===== src/hw/rtl/dtm_pkg.sv =====
`timescale 1ns / 1ps
package dtm_pkg;

  typedef enum logic [2:0] {
    REQ_ADD,
    REQ_CANCEL,
    REQ_REFRESH,
    REQ_RESET,
    REQ_EXPIRE,
    REQ_NEXT
  } req_t;

  typedef enum logic [1:0] {
    KIND_ACK,
    KIND_EXPIRED,
    KIND_NONE,
    KIND_NEXT
  } kind_t;

  typedef enum logic [1:0] {
    SCAN_MIN_ACT,
    SCAN_MIN_DUE,
    SCAN_DUE,
    SCAN_UPD
  } scan_mode_t;

  typedef enum logic [3:0] {
    S_IDLE,
    S_DECODE,
    S_EXEC,
    S_SCAN_FRONT,
    S_FRONT,
    S_EMIT_ACK,
    S_EXP0,
    S_SCAN_DUE,
    S_DUE_CHK,
    S_EMIT_NONE,
    S_SCAN_EXP,
    S_EMIT_EXP,
    S_SCAN_UPD,
    S_SCAN_NEXT,
    S_EMIT_NEXT
  } state_t;

  localparam logic [31:0] WINDOW_RESET = 32'd3600000;

  typedef struct packed {
    logic       load;
    logic       exec;
    logic       scan_start;
    scan_mode_t scan_mode;
    logic       front_chk;
    logic       exp_init;
    logic       emit;
    kind_t      emit_kind;
  } dp_cmd_t;

  typedef struct packed {
    req_t req;
    logic tid_valid;
    logic need_front;
    logic any_active;
    logic any_due;
    logic more_due;
    logic scan_done;
    logic out_free;
  } dp_sts_t;

endpackage


===== src/hw/rtl/dtm_if.sv =====
`timescale 1ns / 1ps
interface dtm_req_if;
  logic        valid;
  logic        ready;
  logic [2:0]  req_type;
  logic [3:0]  timer_id;
  logic [31:0] period;
  logic        recurring;
  logic        restart;
  logic [63:0] now_time;

  modport source (output valid, req_type, timer_id, period, recurring, restart, now_time,
                  input ready);
  modport sink (input valid, req_type, timer_id, period, recurring, restart, now_time,
                output ready);
endinterface

interface dtm_res_if;
  logic        valid;
  logic        ready;
  logic [1:0]  kind;
  logic [3:0]  expired_id;
  logic        ok;
  logic        front_changed;
  logic [63:0] duration;
  logic        no_next;
  logic        last;

  modport source (output valid, kind, expired_id, ok, front_changed, duration, no_next, last,
                  input ready);
  modport sink (input valid, kind, expired_id, ok, front_changed, duration, no_next, last,
                output ready);
endinterface


===== src/hw/rtl/dtm_datapath.sv =====
`timescale 1ns / 1ps
module dtm_datapath #(
  parameter int NUM_TIMERS = 16
) (
  input  logic              clk,
  input  logic              rst_n,
  input  dtm_pkg::dp_cmd_t  cmd,
  output dtm_pkg::dp_sts_t  sts,
  input  logic [2:0]        in_req_type,
  input  logic [3:0]        in_timer_id,
  input  logic [31:0]       in_period,
  input  logic              in_recurring,
  input  logic              in_restart,
  input  logic [63:0]       in_now_time,
  input  logic              cfg_wr_en,
  input  logic [31:0]       cfg_wr_data,
  input  logic              out_ready,
  output logic              out_valid,
  output logic [1:0]        out_kind,
  output logic [3:0]        out_expired_id,
  output logic              out_ok,
  output logic              out_front_changed,
  output logic [63:0]       out_duration,
  output logic              out_no_next,
  output logic              out_last
);
  import dtm_pkg::*;

  localparam int IDW = (NUM_TIMERS > 1) ? $clog2(NUM_TIMERS) : 1;
  localparam logic [IDW-1:0] LAST_IDX = IDW'(NUM_TIMERS - 1);

  req_t            req_r;
  logic [3:0]      tid_r;
  logic [31:0]     per_r;
  logic            rec_r;
  logic            fnow_r;
  logic [63:0]     now_r;
  logic [31:0]     window_r;
  logic [63:0]     prev_r;
  logic            roll_r;
  logic            notice_r;
  logic            ok_r;
  logic            fc_r;
  logic [NUM_TIMERS-1:0] active_r;
  logic [NUM_TIMERS-1:0] recur_r;
  logic [NUM_TIMERS-1:0] due_r;
  logic [NUM_TIMERS-1:0] done_r;
  logic [IDW-1:0]  idx_r;
  logic            run_r;
  logic            pvld_r;
  logic [IDW-1:0]  pidx_r;
  scan_mode_t      mode_r;
  logic            best_vld_r;
  logic [IDW-1:0]  best_r;
  logic [63:0]     best_dl_r;
  logic [31:0]     per_mem [NUM_TIMERS];
  logic [63:0]     dl_mem [NUM_TIMERS];
  logic [31:0]     rd_per_r;
  logic [63:0]     rd_dl_r;
  logic            out_valid_r;

  logic [IDW-1:0]  slot;
  logic [IDW-1:0]  rd_addr;
  logic            wr_en;
  logic            wr_per_en;
  logic [IDW-1:0]  wr_addr;
  logic [63:0]     wr_dl;
  logic            chg;
  logic            need_front;
  logic            cand;
  logic [NUM_TIMERS-1:0] best_oh;

  assign slot    = IDW'(tid_r);
  assign rd_addr = run_r ? idx_r : slot;

  always_comb begin
    best_oh = '0;
    best_oh[best_r] = 1'b1;
    chg = active_r[slot] && !((per_r == rd_per_r) && !fnow_r);
    wr_en = 1'b0;
    wr_per_en = 1'b0;
    wr_addr = slot;
    wr_dl = now_r + 64'(per_r);
    need_front = 1'b0;
    case (req_r)
      REQ_ADD: begin
        need_front = 1'b1;
        wr_en = cmd.exec;
        wr_per_en = cmd.exec;
      end
      REQ_REFRESH: begin
        wr_en = cmd.exec && active_r[slot];
        wr_dl = now_r + 64'(rd_per_r);
      end
      REQ_RESET: begin
        need_front = chg;
        wr_en = cmd.exec && chg;
        wr_per_en = cmd.exec && chg;
        wr_dl = fnow_r ? now_r + 64'(per_r) : rd_dl_r + 64'(per_r) - 64'(rd_per_r);
      end
      default: begin
      end
    endcase
    if (pvld_r && mode_r == SCAN_UPD && due_r[pidx_r] && recur_r[pidx_r]) begin
      wr_en = 1'b1;
      wr_per_en = 1'b0;
      wr_addr = pidx_r;
      wr_dl = now_r + 64'(rd_per_r);
    end
    cand = (mode_r == SCAN_MIN_ACT) ? active_r[pidx_r] : (due_r[pidx_r] && !done_r[pidx_r]);
  end

  always_ff @(posedge clk) begin
    if (wr_en) begin
      dl_mem[wr_addr] <= wr_dl;
      if (wr_per_en) begin
        per_mem[wr_addr] <= per_r;
      end
    end
    rd_dl_r  <= dl_mem[rd_addr];
    rd_per_r <= per_mem[rd_addr];
  end

  always_ff @(posedge clk) begin
    if (cmd.load) begin
      req_r  <= req_t'(in_req_type);
      tid_r  <= in_timer_id;
      per_r  <= in_period;
      rec_r  <= in_recurring;
      fnow_r <= in_restart;
      now_r  <= in_now_time;
    end
    pidx_r <= idx_r;
    if (pvld_r && (mode_r == SCAN_MIN_ACT || mode_r == SCAN_MIN_DUE) && cand &&
        (!best_vld_r || rd_dl_r < best_dl_r)) begin
      best_r    <= pidx_r;
      best_dl_r <= rd_dl_r;
    end
    if (pvld_r && mode_r == SCAN_DUE) begin
      due_r[pidx_r] <= active_r[pidx_r] && (roll_r || rd_dl_r <= now_r);
    end
    if (cmd.exp_init) begin
      roll_r <= (now_r < prev_r) && ((prev_r - now_r) > 64'(window_r));
    end
  end

  always_ff @(posedge clk) begin
    if (!rst_n) begin
      run_r <= 1'b0;
      pvld_r <= 1'b0;
      idx_r <= '0;
      mode_r <= SCAN_MIN_ACT;
      best_vld_r <= 1'b0;
      active_r <= '0;
      recur_r <= '0;
      done_r <= '0;
      prev_r <= '0;
      notice_r <= 1'b0;
      ok_r <= 1'b0;
      fc_r <= 1'b0;
      window_r <= WINDOW_RESET;
    end else begin
      pvld_r <= run_r;
      if (cfg_wr_en) begin
        window_r <= cfg_wr_data;
      end
      if (cmd.scan_start) begin
        run_r <= 1'b1;
        idx_r <= '0;
        mode_r <= cmd.scan_mode;
        best_vld_r <= 1'b0;
      end else if (run_r) begin
        if (idx_r == LAST_IDX) begin
          run_r <= 1'b0;
        end else begin
          idx_r <= idx_r + 1'b1;
        end
      end
      if (pvld_r && (mode_r == SCAN_MIN_ACT || mode_r == SCAN_MIN_DUE) && cand) begin
        best_vld_r <= 1'b1;
      end
      if (pvld_r && mode_r == SCAN_UPD && due_r[pidx_r] && !recur_r[pidx_r]) begin
        active_r[pidx_r] <= 1'b0;
      end
      if (cmd.load) begin
        ok_r <= 1'b0;
        fc_r <= 1'b0;
      end
      if (cmd.exec) begin
        case (req_r)
          REQ_ADD: begin
            active_r[slot] <= 1'b1;
            recur_r[slot] <= rec_r;
            ok_r <= 1'b1;
          end
          REQ_CANCEL: begin
            ok_r <= active_r[slot];
            active_r[slot] <= 1'b0;
          end
          REQ_REFRESH: ok_r <= active_r[slot];
          default: ok_r <= 1'b1;
        endcase
      end
      if (cmd.front_chk && best_vld_r && best_r == slot && !notice_r) begin
        notice_r <= 1'b1;
        fc_r <= 1'b1;
      end
      if (cmd.exp_init) begin
        prev_r <= now_r;
        done_r <= '0;
      end
      if (cmd.emit && cmd.emit_kind == KIND_EXPIRED) begin
        done_r[best_r] <= 1'b1;
      end
      if (cmd.emit && cmd.emit_kind == KIND_NEXT) begin
        notice_r <= 1'b0;
      end
    end
  end

  always_ff @(posedge clk) begin
    if (!rst_n) begin
      out_valid_r <= 1'b0;
    end else if (cmd.emit) begin
      out_valid_r <= 1'b1;
    end else if (out_ready) begin
      out_valid_r <= 1'b0;
    end
  end

  always_ff @(posedge clk) begin
    if (cmd.emit) begin
      out_kind <= cmd.emit_kind;
      out_expired_id <= 4'd0;
      out_ok <= 1'b0;
      out_front_changed <= 1'b0;
      out_duration <= 64'd0;
      out_no_next <= 1'b0;
      out_last <= 1'b1;
      case (cmd.emit_kind)
        KIND_ACK: begin
          out_expired_id <= tid_r;
          out_ok <= ok_r;
          out_front_changed <= fc_r;
        end
        KIND_EXPIRED: begin
          out_expired_id <= 4'(best_r);
          out_last <= !sts.more_due;
        end
        KIND_NEXT: begin
          out_no_next <= !best_vld_r;
          if (best_vld_r && now_r < best_dl_r) begin
            out_duration <= best_dl_r - now_r;
          end
        end
        default: begin
        end
      endcase
    end
  end

  assign out_valid = out_valid_r;

  assign sts.req        = req_r;
  assign sts.tid_valid  = 32'(tid_r) < 32'(NUM_TIMERS);
  assign sts.need_front = need_front;
  assign sts.any_active = |active_r;
  assign sts.any_due    = |due_r;
  assign sts.more_due   = |(due_r & ~done_r & ~best_oh);
  assign sts.scan_done  = pvld_r && (pidx_r == LAST_IDX);
  assign sts.out_free   = !out_valid_r || out_ready;

endmodule


===== src/hw/rtl/dtm_ctrl.sv =====
`timescale 1ns / 1ps
module dtm_ctrl (
  input  logic             clk,
  input  logic             rst_n,
  input  logic             in_valid,
  output logic             in_ready,
  output dtm_pkg::dp_cmd_t cmd,
  input  dtm_pkg::dp_sts_t sts
);
  import dtm_pkg::*;

  state_t state_r;
  state_t state_nxt;

  always_ff @(posedge clk) begin
    if (!rst_n) begin
      state_r <= S_IDLE;
    end else begin
      state_r <= state_nxt;
    end
  end

  always_comb begin
    state_nxt = state_r;
    cmd = '0;
    cmd.scan_mode = SCAN_MIN_ACT;
    cmd.emit_kind = KIND_ACK;
    in_ready = (state_r == S_IDLE);
    unique case (state_r)
      S_IDLE: begin
        if (in_valid) begin
          cmd.load = 1'b1;
          state_nxt = S_DECODE;
        end
      end
      S_DECODE: begin
        if (sts.req == REQ_EXPIRE) begin
          state_nxt = S_EXP0;
        end else if (sts.req == REQ_NEXT) begin
          cmd.scan_start = 1'b1;
          cmd.scan_mode = SCAN_MIN_ACT;
          state_nxt = S_SCAN_NEXT;
        end else if (!sts.tid_valid || !(sts.req == REQ_ADD || sts.req == REQ_CANCEL ||
                     sts.req == REQ_REFRESH || sts.req == REQ_RESET)) begin
          state_nxt = S_EMIT_ACK;
        end else begin
          state_nxt = S_EXEC;
        end
      end
      S_EXEC: begin
        cmd.exec = 1'b1;
        if (sts.need_front) begin
          cmd.scan_start = 1'b1;
          cmd.scan_mode = SCAN_MIN_ACT;
          state_nxt = S_SCAN_FRONT;
        end else begin
          state_nxt = S_EMIT_ACK;
        end
      end
      S_SCAN_FRONT: if (sts.scan_done) state_nxt = S_FRONT;
      S_FRONT: begin
        cmd.front_chk = 1'b1;
        state_nxt = S_EMIT_ACK;
      end
      S_EMIT_ACK: begin
        if (sts.out_free) begin
          cmd.emit = 1'b1;
          cmd.emit_kind = KIND_ACK;
          state_nxt = S_IDLE;
        end
      end
      S_EXP0: begin
        if (sts.any_active) begin
          cmd.exp_init = 1'b1;
          cmd.scan_start = 1'b1;
          cmd.scan_mode = SCAN_DUE;
          state_nxt = S_SCAN_DUE;
        end else begin
          state_nxt = S_EMIT_NONE;
        end
      end
      S_SCAN_DUE: if (sts.scan_done) state_nxt = S_DUE_CHK;
      S_DUE_CHK: begin
        if (sts.any_due) begin
          cmd.scan_start = 1'b1;
          cmd.scan_mode = SCAN_MIN_DUE;
          state_nxt = S_SCAN_EXP;
        end else begin
          state_nxt = S_EMIT_NONE;
        end
      end
      S_EMIT_NONE: begin
        if (sts.out_free) begin
          cmd.emit = 1'b1;
          cmd.emit_kind = KIND_NONE;
          state_nxt = S_IDLE;
        end
      end
      S_SCAN_EXP: if (sts.scan_done) state_nxt = S_EMIT_EXP;
      S_EMIT_EXP: begin
        if (sts.out_free) begin
          cmd.emit = 1'b1;
          cmd.emit_kind = KIND_EXPIRED;
          cmd.scan_start = 1'b1;
          if (sts.more_due) begin
            cmd.scan_mode = SCAN_MIN_DUE;
            state_nxt = S_SCAN_EXP;
          end else begin
            cmd.scan_mode = SCAN_UPD;
            state_nxt = S_SCAN_UPD;
          end
        end
      end
      S_SCAN_UPD: if (sts.scan_done) state_nxt = S_IDLE;
      S_SCAN_NEXT: if (sts.scan_done) state_nxt = S_EMIT_NEXT;
      S_EMIT_NEXT: begin
        if (sts.out_free) begin
          cmd.emit = 1'b1;
          cmd.emit_kind = KIND_NEXT;
          state_nxt = S_IDLE;
        end
      end
      default: state_nxt = S_IDLE;
    endcase
  end

  a_emit_free: assert property (@(posedge clk) disable iff (!rst_n)
    cmd.emit |-> sts.out_free)
    else $error("result written while the output beat is still held");

  a_accept_decode: assert property (@(posedge clk) disable iff (!rst_n)
    (in_valid && in_ready) |=> (state_r == S_DECODE))
    else $error("accepted request not decoded");

  a_scan_state: assert property (@(posedge clk) disable iff (!rst_n)
    sts.scan_done |-> (state_r == S_SCAN_FRONT || state_r == S_SCAN_DUE ||
                       state_r == S_SCAN_EXP || state_r == S_SCAN_UPD ||
                       state_r == S_SCAN_NEXT))
    else $error("slot scan finished outside a scan state");

endmodule


===== src/hw/rtl/deadline_timer_manager.sv =====
// Cancel, refresh and an unchanged reset are acknowledged without a slot scan; a bad request skips execution.
// Add and a deadline-moving reset also scan for the earliest slot before the acknowledge.
// Next duration scans for the earliest active slot; an expire scans for due slots, then once per
// due slot to report the earliest, then updates them; each scan checks one slot per cycle.
// A new request is taken once the previous one is finished; results leave through a register.
// Synchronous reset clears control, marks and times; period and deadline memory are not cleared.
`timescale 1ns / 1ps
module deadline_timer_manager #(
  parameter int NUM_TIMERS = 16
) (
  input  logic       clk,
  input  logic       rst_n,
  dtm_req_if.sink    in_req,
  dtm_res_if.source  out_res,
  input  logic       cfg_wr_en,
  input  logic [31:0] cfg_wr_data
);
  import dtm_pkg::*;

  dp_cmd_t cmd;
  dp_sts_t sts;

  dtm_ctrl u_ctrl (
    .clk      (clk),
    .rst_n    (rst_n),
    .in_valid (in_req.valid),
    .in_ready (in_req.ready),
    .cmd      (cmd),
    .sts      (sts)
  );

  dtm_datapath #(
    .NUM_TIMERS (NUM_TIMERS)
  ) u_datapath (
    .clk               (clk),
    .rst_n             (rst_n),
    .cmd               (cmd),
    .sts               (sts),
    .in_req_type       (in_req.req_type),
    .in_timer_id       (in_req.timer_id),
    .in_period         (in_req.period),
    .in_recurring      (in_req.recurring),
    .in_restart        (in_req.restart),
    .in_now_time       (in_req.now_time),
    .cfg_wr_en         (cfg_wr_en),
    .cfg_wr_data       (cfg_wr_data),
    .out_ready         (out_res.ready),
    .out_valid         (out_res.valid),
    .out_kind          (out_res.kind),
    .out_expired_id    (out_res.expired_id),
    .out_ok            (out_res.ok),
    .out_front_changed (out_res.front_changed),
    .out_duration      (out_res.duration),
    .out_no_next       (out_res.no_next),
    .out_last          (out_res.last)
  );

endmodule


===== src/flat_wrapper.sv =====
// flat-port wrapper written by rule: the top's interface ports become plain ports
module deadline_timer_manager_flat import dtm_pkg::*;
#(
  parameter int NUM_TIMERS = 16
)
  (clk, rst_n, cfg_wr_en, cfg_wr_data, in_req_valid, in_req_req_type, in_req_timer_id, in_req_period, in_req_recurring, in_req_restart, in_req_now_time, in_req_ready, out_res_valid, out_res_kind, out_res_expired_id, out_res_ok, out_res_front_changed, out_res_duration, out_res_no_next, out_res_last, out_res_ready);
  dtm_req_if in_req_i ();
  dtm_res_if out_res_i ();
  input  logic clk;
  input  logic rst_n;
  input  logic cfg_wr_en;
  input  logic [31:0] cfg_wr_data;
  input wire logic [$bits(in_req_i.valid)-1:0] in_req_valid;
  input wire logic [$bits(in_req_i.req_type)-1:0] in_req_req_type;
  input wire logic [$bits(in_req_i.timer_id)-1:0] in_req_timer_id;
  input wire logic [$bits(in_req_i.period)-1:0] in_req_period;
  input wire logic [$bits(in_req_i.recurring)-1:0] in_req_recurring;
  input wire logic [$bits(in_req_i.restart)-1:0] in_req_restart;
  input wire logic [$bits(in_req_i.now_time)-1:0] in_req_now_time;
  output wire logic [$bits(in_req_i.ready)-1:0] in_req_ready;
  output wire logic [$bits(out_res_i.valid)-1:0] out_res_valid;
  output wire logic [$bits(out_res_i.kind)-1:0] out_res_kind;
  output wire logic [$bits(out_res_i.expired_id)-1:0] out_res_expired_id;
  output wire logic [$bits(out_res_i.ok)-1:0] out_res_ok;
  output wire logic [$bits(out_res_i.front_changed)-1:0] out_res_front_changed;
  output wire logic [$bits(out_res_i.duration)-1:0] out_res_duration;
  output wire logic [$bits(out_res_i.no_next)-1:0] out_res_no_next;
  output wire logic [$bits(out_res_i.last)-1:0] out_res_last;
  input wire logic [$bits(out_res_i.ready)-1:0] out_res_ready;
  assign in_req_i.valid = in_req_valid;
  assign in_req_i.req_type = in_req_req_type;
  assign in_req_i.timer_id = in_req_timer_id;
  assign in_req_i.period = in_req_period;
  assign in_req_i.recurring = in_req_recurring;
  assign in_req_i.restart = in_req_restart;
  assign in_req_i.now_time = in_req_now_time;
  assign in_req_ready = in_req_i.ready;
  assign out_res_valid = out_res_i.valid;
  assign out_res_kind = out_res_i.kind;
  assign out_res_expired_id = out_res_i.expired_id;
  assign out_res_ok = out_res_i.ok;
  assign out_res_front_changed = out_res_i.front_changed;
  assign out_res_duration = out_res_i.duration;
  assign out_res_no_next = out_res_i.no_next;
  assign out_res_last = out_res_i.last;
  assign out_res_i.ready = out_res_ready;
  deadline_timer_manager #(.NUM_TIMERS(NUM_TIMERS)) u_core (.clk(clk), .rst_n(rst_n), .in_req(in_req_i), .out_res(out_res_i), .cfg_wr_en(cfg_wr_en), .cfg_wr_data(cfg_wr_data));
endmodule

===== config.mk =====
export PLATFORM = sky130hd
export DESIGN_NAME = deadline_timer_manager_flat
export DESIGN_NICKNAME = d
export VERILOG_FILES = /design/src/hw/rtl/dtm_pkg.sv /design/src/hw/rtl/dtm_if.sv /design/src/hw/rtl/dtm_datapath.sv /design/src/hw/rtl/dtm_ctrl.sv /design/src/hw/rtl/deadline_timer_manager.sv /design/src/flat_wrapper.sv
export SDC_FILE = /design/constraint.sdc
export NUM_CORES = 2
export LEC_CHECK = 0
export BUFFER_PORTS_ARGS = -buffer_cell sky130_fd_sc_hd__buf_4
export CAP_MARGIN = 25
export CORE_ASPECT_RATIO = 0.5
export CORE_MARGIN = 2
export CORE_UTILIZATION = 57
export DETAILED_ROUTE_END_ITERATION = 10
export PLACE_DENSITY = 0.76
export SYNTH_ARGS = -nofsm -noshare
export SYNTH_HDL_FRONTEND = slang
export SYNTH_HIERARCHICAL = 1
export SYNTH_SLANG_ARGS = --single-unit
export TNS_END_PERCENT = 50

===== constraint.sdc =====
create_clock -name clk -period 8.5 [get_ports clk]
set_clock_uncertainty 0.1 [all_clocks]
set_input_delay 0.85 -clock clk [delete_from_list [all_inputs] [get_ports clk]]
set_output_delay 0.85 -clock clk [all_outputs]
set_load 0.005 [all_outputs]

* Yosys cells after proc, flatten, opt, wreduce, memory -nomap -nowiden *
Memory sizes are Yosys's and may differ from the RTL's. A register that Yosys moved wholly into a read port is not among the register bits.
Cells that the tools add are included.

word-level totals
  register bits = 429
  RAM bits = 1536
  input bits = 142
  output and inout port bits = 76
  memories = 2

operators by class
  $add $sub $neg = 7
  $lt $le $gt $ge = 11
  equal/unequal tests = 36
  multiplexer cells = 88
  bitwise gates (word level) = 12
  reductions and logical operators = 59

memories
  memory                     words  width  read ports  clocked after Yosys merged registers in  write ports  line                RTL
  u_core.u_datapath.dl_mem   16     64     1           1                                        1            dtm_datapath.sv:57  logic [63:0] dl_mem [NUM_TIMERS];
  u_core.u_datapath.per_mem  16     32     1           1                                        1            dtm_datapath.sv:56  logic [31:0] per_mem [NUM_TIMERS];

operator list
  cell                                                  count
  adder 64 x 32 -> 64 bit                               3
  < comparator 64 bit                                   3
  2-to-1 mux 64 bit                                     2
  case mux 64 bit (2 select lines)                      1
  subtractor 64 bit                                     2
  2-to-1 mux 16 bit                                     6
  AND 16 bit                                            4
  > comparator 64 x 32 -> 1 bit                         1
  <= comparator 64 bit                                  1
  inverter 16 bit                                       4
  subtractor 64 x 32 -> 64 bit                          1
  2-to-1 mux 4 bit                                      13
  case mux 4 bit (13 select lines)                      1
  OR reduction 16 bit                                   3
  2-to-1 mux 3 bit                                      13
  equality test 4 bit (second input constant)           9
  2-to-1 mux 1 bit                                      33
  bitwise mux 16 bit                                    2
  equality test 32 bit                                  1
  bitwise OR 16 bit                                     2
  case mux 16 bit (2 select lines)                      1
  logical AND 1 bit                                     25
  binary-select mux 1 bit (select 4 bit)                5
  equality test 4 x 3 -> 1 bit (second input constant)  4
  other kinds (31)                                      73

* Logic depth before layout (Yosys ltp) *
  word-level depth = 12
  mapped depth = 26
  depth with buffers taken out = 25

* Hierarchy *
The synthesis kept the hierarchy.

by module, submodules not included
  module        instances  cells each  area an instance (um^2)
  dtm_datapath  1          7062        97964.0
  dtm_ctrl      1          102         691.9

* Worst setup path after synthesis *
No wires, ideal clock.

  path kind = register to register
  start point = register u_core.u_datapath.pidx_r[0]
  end point = register u_core.u_datapath.best_dl_r[0], enable pin
  library setup time = 596 ps
  arrival = 7501 ps
  data required time = 7804 ps
  slack = 304 ps
  cell stages (with the launch flop) = 10
  path buffers = 2
  clock period less this slack = 8196 ps
  cells stage by stage = dfxtp_1 -> buf_2 -> buf_2 -> mux4_2 -> mux4_2 -> nor3b_1 -> a21oi_1 -> nor3b_1 -> a21bo_2 -> a211oi_1

between the ends
  cells in the longest elaborated chain, start to end = 7

ends and longest elaborated chain
  element                                 line                 RTL
  from (decl)                             dtm_datapath.sv:51   logic [IDW-1:0] pidx_r;
  from (signal assigned)                  dtm_datapath.sv:133  pidx_r <= idx_r;
  binary-select mux 1 bit (select 4 bit)  dtm_datapath.sv:110  cand = (mode_r == SCAN_MIN_ACT) ? active_r[pidx_r] : (due_r[pidx_r] && !done_r[pidx_r]);
  2-to-1 mux 1 bit (not written as such)  dtm_datapath.sv:110
  zero test 1 bit                         dtm_datapath.sv:110
  logical AND 1 bit                       dtm_datapath.sv:110
  2-to-1 mux 1 bit *                      dtm_datapath.sv:110
  logical AND 1 bit * (2 in a row)        dtm_datapath.sv:134  if (pvld_r && (mode_r == SCAN_MIN_ACT || mode_r == SCAN_MIN_DUE) && cand &&
  to (signal assigned)                    dtm_datapath.sv:137  best_dl_r <= rd_dl_r;
  to (decl)                               dtm_datapath.sv:55   logic [63:0] best_dl_r;

Every way passes the cells marked *; elsewhere a longest branch is shown, timed or not. The select of a mux whose other input is x is not followed.
A chain may end at the register's enable or synchronous reset.

* Final worst setup path *
  start point = register u_core.u_datapath.now_r[1]
  end point = register u_core.u_datapath.roll_r, data pin

between the ends
  cells in the longest elaborated chain, start to end = 3

ends and longest elaborated chain
  element                        line                 RTL
  from (decl)                    dtm_datapath.sv:37   logic [63:0] now_r;
  from (signal assigned)         dtm_datapath.sv:131  now_r <= in_now_time;
  subtractor 64 bit              dtm_datapath.sv:143  roll_r <= (now_r < prev_r) && ((prev_r - now_r) > 64'(window_r));
  > comparator 64 x 32 -> 1 bit  dtm_datapath.sv:143
  logical AND 1 bit *            dtm_datapath.sv:143
  to (signal assigned)           dtm_datapath.sv:143
  to (decl)                      dtm_datapath.sv:40   logic roll_r;

Every way passes the cells marked *; elsewhere a longest branch is shown, timed or not.

==> impl_metrics.tcl <==
set metrics [dict create \
    status "finished clean" \
    worst_setup_path_start_kind "flip-flop" \
    powerDensity_mw_per_mm2 356.9 \
    yosysTopAreaCell "edfxtp_1" \
    grt_pass1_vias 63900 \
    via_per_inst 6.726 \
    ant_nets 0 \
    rows 107 \
    fp.dieH_um 298.2 \
    critical_path_class "flip-flop to flip-flop" \
    crit_path_start "u_core/u_datapath/now_r[1]" \
    tritoncts "built" \
    rsz0062_at_grt "no" \
    cap_violations 0 \
    period_share 0.7539 \
    cp.arrival_ns 6.84 \
    die_area_mm2 0.1766 \
    global_route.usage.total 0.3505 \
    synth_top_cell_area_share 0.5479 \
    setup_tns_ns 0 \
    ctsLongestPathBuffers 4 \
    wl_um 312500 \
    cts_buffers 183 \
    die_w_um 592.4 \
    cts-root-buf "clkbuf_16" \
    netlist-cell-type-count 99 \
    path_max_fanout 8 \
    crit_end "u_core/u_datapath/roll_r" \
    synth_seq_cells 2061 \
    slowest_delay_ns 0.66 \
    yosysWarnings 6 \
    crit_path_top_delay_cell "edfxtp_1" \
    r2r_end "u_core/u_datapath/roll_r" \
    holdPathStages 1 \
    wl_per_cell_um 31.68 \
    regToRegStartpoint "u_core/u_datapath/now_r[1]" \
    cp.depth 24 \
    portBuffers 217 \
    critical_path_buf_inv_count 1 \
    p_leak_nw 39.37 \
    setup_viol 0 \
    io_pins 218 \
    hp-start "in_req_period[15]" \
    max_clock_freq_mhz 156.0 \
    fin_nets 8054 \
    routabilityCongestion 1.046 \
    crit_family "compound AO/OA/AOI/OAI gates" \
    layout_min_cycle_time_ns 6.408 \
    ff2ff_setup_slack_ns 2.09 \
    synth_fp_nets 7789 \
    grt_max_degree 150 \
    dr.pass1.iters 6 \
    cts_resized 0 \
    drv_slew 0 \
    synthFlopType "edfxtp_1" \
    avgSynthCellArea_um2 13.77 \
    start_util 0.5766 \
    dr.first_iter.drc_count 10230 \
    seq_area_frac_synth 0.6008 \
    cpMostUsedCell "a21oi_1" \
    grt_pass1_wl_um 445600 \
    syn_to_final_growth_pct 11.30 \
    synthCells 7164 \
    r2r_cells 24 \
    clkTransAtPathRegs_ns 0.07 \
    cp_data_required_time_ns 8.93 \
    grt_overflow 0 \
    path_cells "inv_1, ha_1, nor2b_1, o31a_1, o21ai_0, a21oi_1, nor2_1, a31oi_1, or2_2, a21o_1, a21oi_1, xnor2_1, ha_1, nand4_1, a21oi_1, a2111oi_0, nor3_1, o41ai_1, nand4_1, a311oi_1, nand3_1, or4_1, nor4_2, a31oi_1" \
    synth_area_leaders "edfxtp_1 (55%), mux4_2 (9.3%), ha_1 (5.7%), dfxtp_1 (5.3%), nand2_1 (2.0%)" \
    max_slew_margin 0.1791 \
    htreeDepth 4 \
    worst_slew_pin_slew_ns 1.231 \
    crit_path_end_kind "flip-flop" \
    drive_gt1_frac 0.1562 \
    async_reset_ff_frac 0 \
    vias 66370 \
    hold_violations 0 \
    synth_area_mm2 0.09866 \
    synth_edf_count 1800 \
    core_mm2 0.1711 \
    peakVddDrop_mv 0.2627 \
    hp-class "input port to flip-flop" \
    antenna_found_initial 15 \
    fin_util 0.6418 \
    insertion_delay_ns 0.89 \
    drc 0 \
    clock_sinks 2061 \
    post-dp-hpwl_um 202400 \
]
timing repair:
item / CTS / global route
hold buffers: 7 / 0
buffers inserted: 0 / 0
setup endpoints to repair: 0 / 0
endpoints found under the hold margin: 7 / 0
worst min path at each step:
stage | endpoint | slack, ns
floorplan | u_core/u_datapath/pidx_r[1] | 0.28
global placement | u_core/u_datapath/pidx_r[1] | 0.34
detailed placement | u_core/u_datapath/pidx_r[1] | 0.34
CTS | u_core/u_datapath/per_r[15] | 0.006
global route | u_core/u_datapath/per_r[15] | 0.03
finish | u_core/u_datapath/per_r[15] | 0.06
worst reg2reg max path: stages, from the launching register on:
cell and delay [ns]:
edfxtp_1 0.66, inv_1 0.18, ha_1 0.34, nor2b_1 0.15
o31a_1 0.31, o21ai_0 0.25, a21oi_1 0.18, nor2_1 0.23
a31oi_1 0.11, or2_2 0.33, a21o_1 0.19, a21oi_1 0.16
xnor2_1 0.15, ha_1 0.28, nand4_1 0.11, a21oi_1 0.05
a2111oi_0 0.44, nor3_1 0.09, o41ai_1 0.48, nand4_1 0.16
a311oi_1 0.28, nand3_1 0.11, or4_1 0.50, nor4_2 0.15
a31oi_1 0.11
flip-flops by register name, summed over array words and instances, names as in the netlist, 16 cells and up:
| name | count |
|---|---|
| u_core/u_datapath/dl_mem | 1024 |
| u_core/u_datapath/per_mem | 512 |
| u_core/u_datapath/best_dl_r | 64 |
| u_core/u_datapath/now_r | 64 |
| u_core/u_datapath/out_duration | 64 |
| u_core/u_datapath/prev_r | 64 |
| u_core/u_datapath/rd_dl_r | 64 |
| u_core/u_datapath/per_r | 32 |
| u_core/u_datapath/rd_per_r | 32 |
| u_core/u_datapath/window_r | 32 |
| u_core/u_datapath/active_r | 16 |
| u_core/u_datapath/done_r | 16 |
| u_core/u_datapath/due_r | 16 |
| u_core/u_datapath/recur_r | 16 |
metal layers:
metal / routed length [um] / track usage / up-vias
met3: 50960 / 0.1187 / 632
met5: 27 / 0 / -
met1: 122300 / 0.5229 / 33070
met2: 128500 / 0.4837 / 4715
li1: - / - / 27950
met4: 10680 / 0.1087 / 4
cell usage after synthesis (14+ instances only):
cell	count
a21boi_0	35
o21ai_0	212
a22oi_1	37
nor3_1	72
nor4_1	30
xnor2_1	148
or3_1	27
nor2_1	297
or2_2	23
nand2_1	515
mux2i_1	103
a211oi_1	123
inv_1	446
nand2b_1	64
and3_1	38
buf_1	70
a21oi_1	348
o221ai_1	29
buf_2	26
and4_1	14
a21o_1	202
edfxtp_1	1800
ha_1	447
o21bai_1	38
and2_1	135
fa_1	36
nand3_1	107
dfxtp_1	261
o21a_1	40
o31ai_1	18
a31oi_1	154
nor2b_1	146
xor2_1	90
mux4_2	409
clkbuf_1	215
o211ai_1	36
nand4_1	111
o22ai_1	48
cells by family after synthesis:
| logic type | count (synthesis) | share of synthesized area |
|---|---|---|
| simple gates | 1640 | 0.08278 |
| compound gates | 1457 | 0.09686 |
| other cells | 1 | 0.00003801 |
| flops | 2061 | 0.6008 |
| mux | 516 | 0.1043 |
| buf+inv | 768 | 0.03008 |
| fa+ha+maj | 483 | 0.06400 |
| xor+xnor | 238 | 0.02113 |
metrics by stage:
step,total power [mW],setup slack (ns),hold slack (ns),instance area [um2],instances
6_report,39.19,2.092,0.06417,109800,9867
4_1_cts,38.39,2.098,0.005642,109600,9853
5_1_grt,40.63,1.478,0.02781,109800,9865
3_5_place_dp,30.01,2.171,0.3401,103800,9515
2_1_floorplan,24.17,0.3036,0.2792,98660,7164
3_3_place_gp,29.80,2.276,0.3387,103700,9508
area by class of cell:
cell class | instances | area [um2]
tap | 2289 | 2864
fill | 12090 | 61290
clock buffer | 240 | 4950
clock inverter | 91 | 813.3
antenna | 3 | 7.507
timing repair buffer | 402 | 3323
inverter | 446 | 1674
multi-input combinational | 4335 | 36900
sequential | 2061 | 59280
power breakdown:
part | switching (mW) | internal (mW) | leakage [nW]
clock network | 3.84 | 4.51 | 2.82
registers | 1.42 | 13.1 | 18.4
logic | 10.4 | 5.92 | 18.2
cells in the final DEF (no fill, tap or decap), types with 35 or more instances in the layout:
cell type,instances
edfxtp_1,1800
nand2_1,515
ha_1,447
inv_1,446
mux4_2,409
buf_4,369
a21oi_1,347
nor2_1,262
dfxtp_1,261
o21ai_0,202
a21o_1,202
clkbuf_16,189
a31oi_1,154
xnor2_1,148
nor2b_1,145
and2_1,134
a211oi_1,122
nand4_1,111
nand3_1,107
mux2i_1,100
xor2_1,90
nor3_1,71
nand2b_1,64
clkbuf_1,47
o21a_1,40
and3_1,38
o21bai_1,38
a22oi_1,37
o211ai_1,36
fa_1,36
clkinv_1,35
a21boi_0,35
Power figures use the tool's default switching activity.
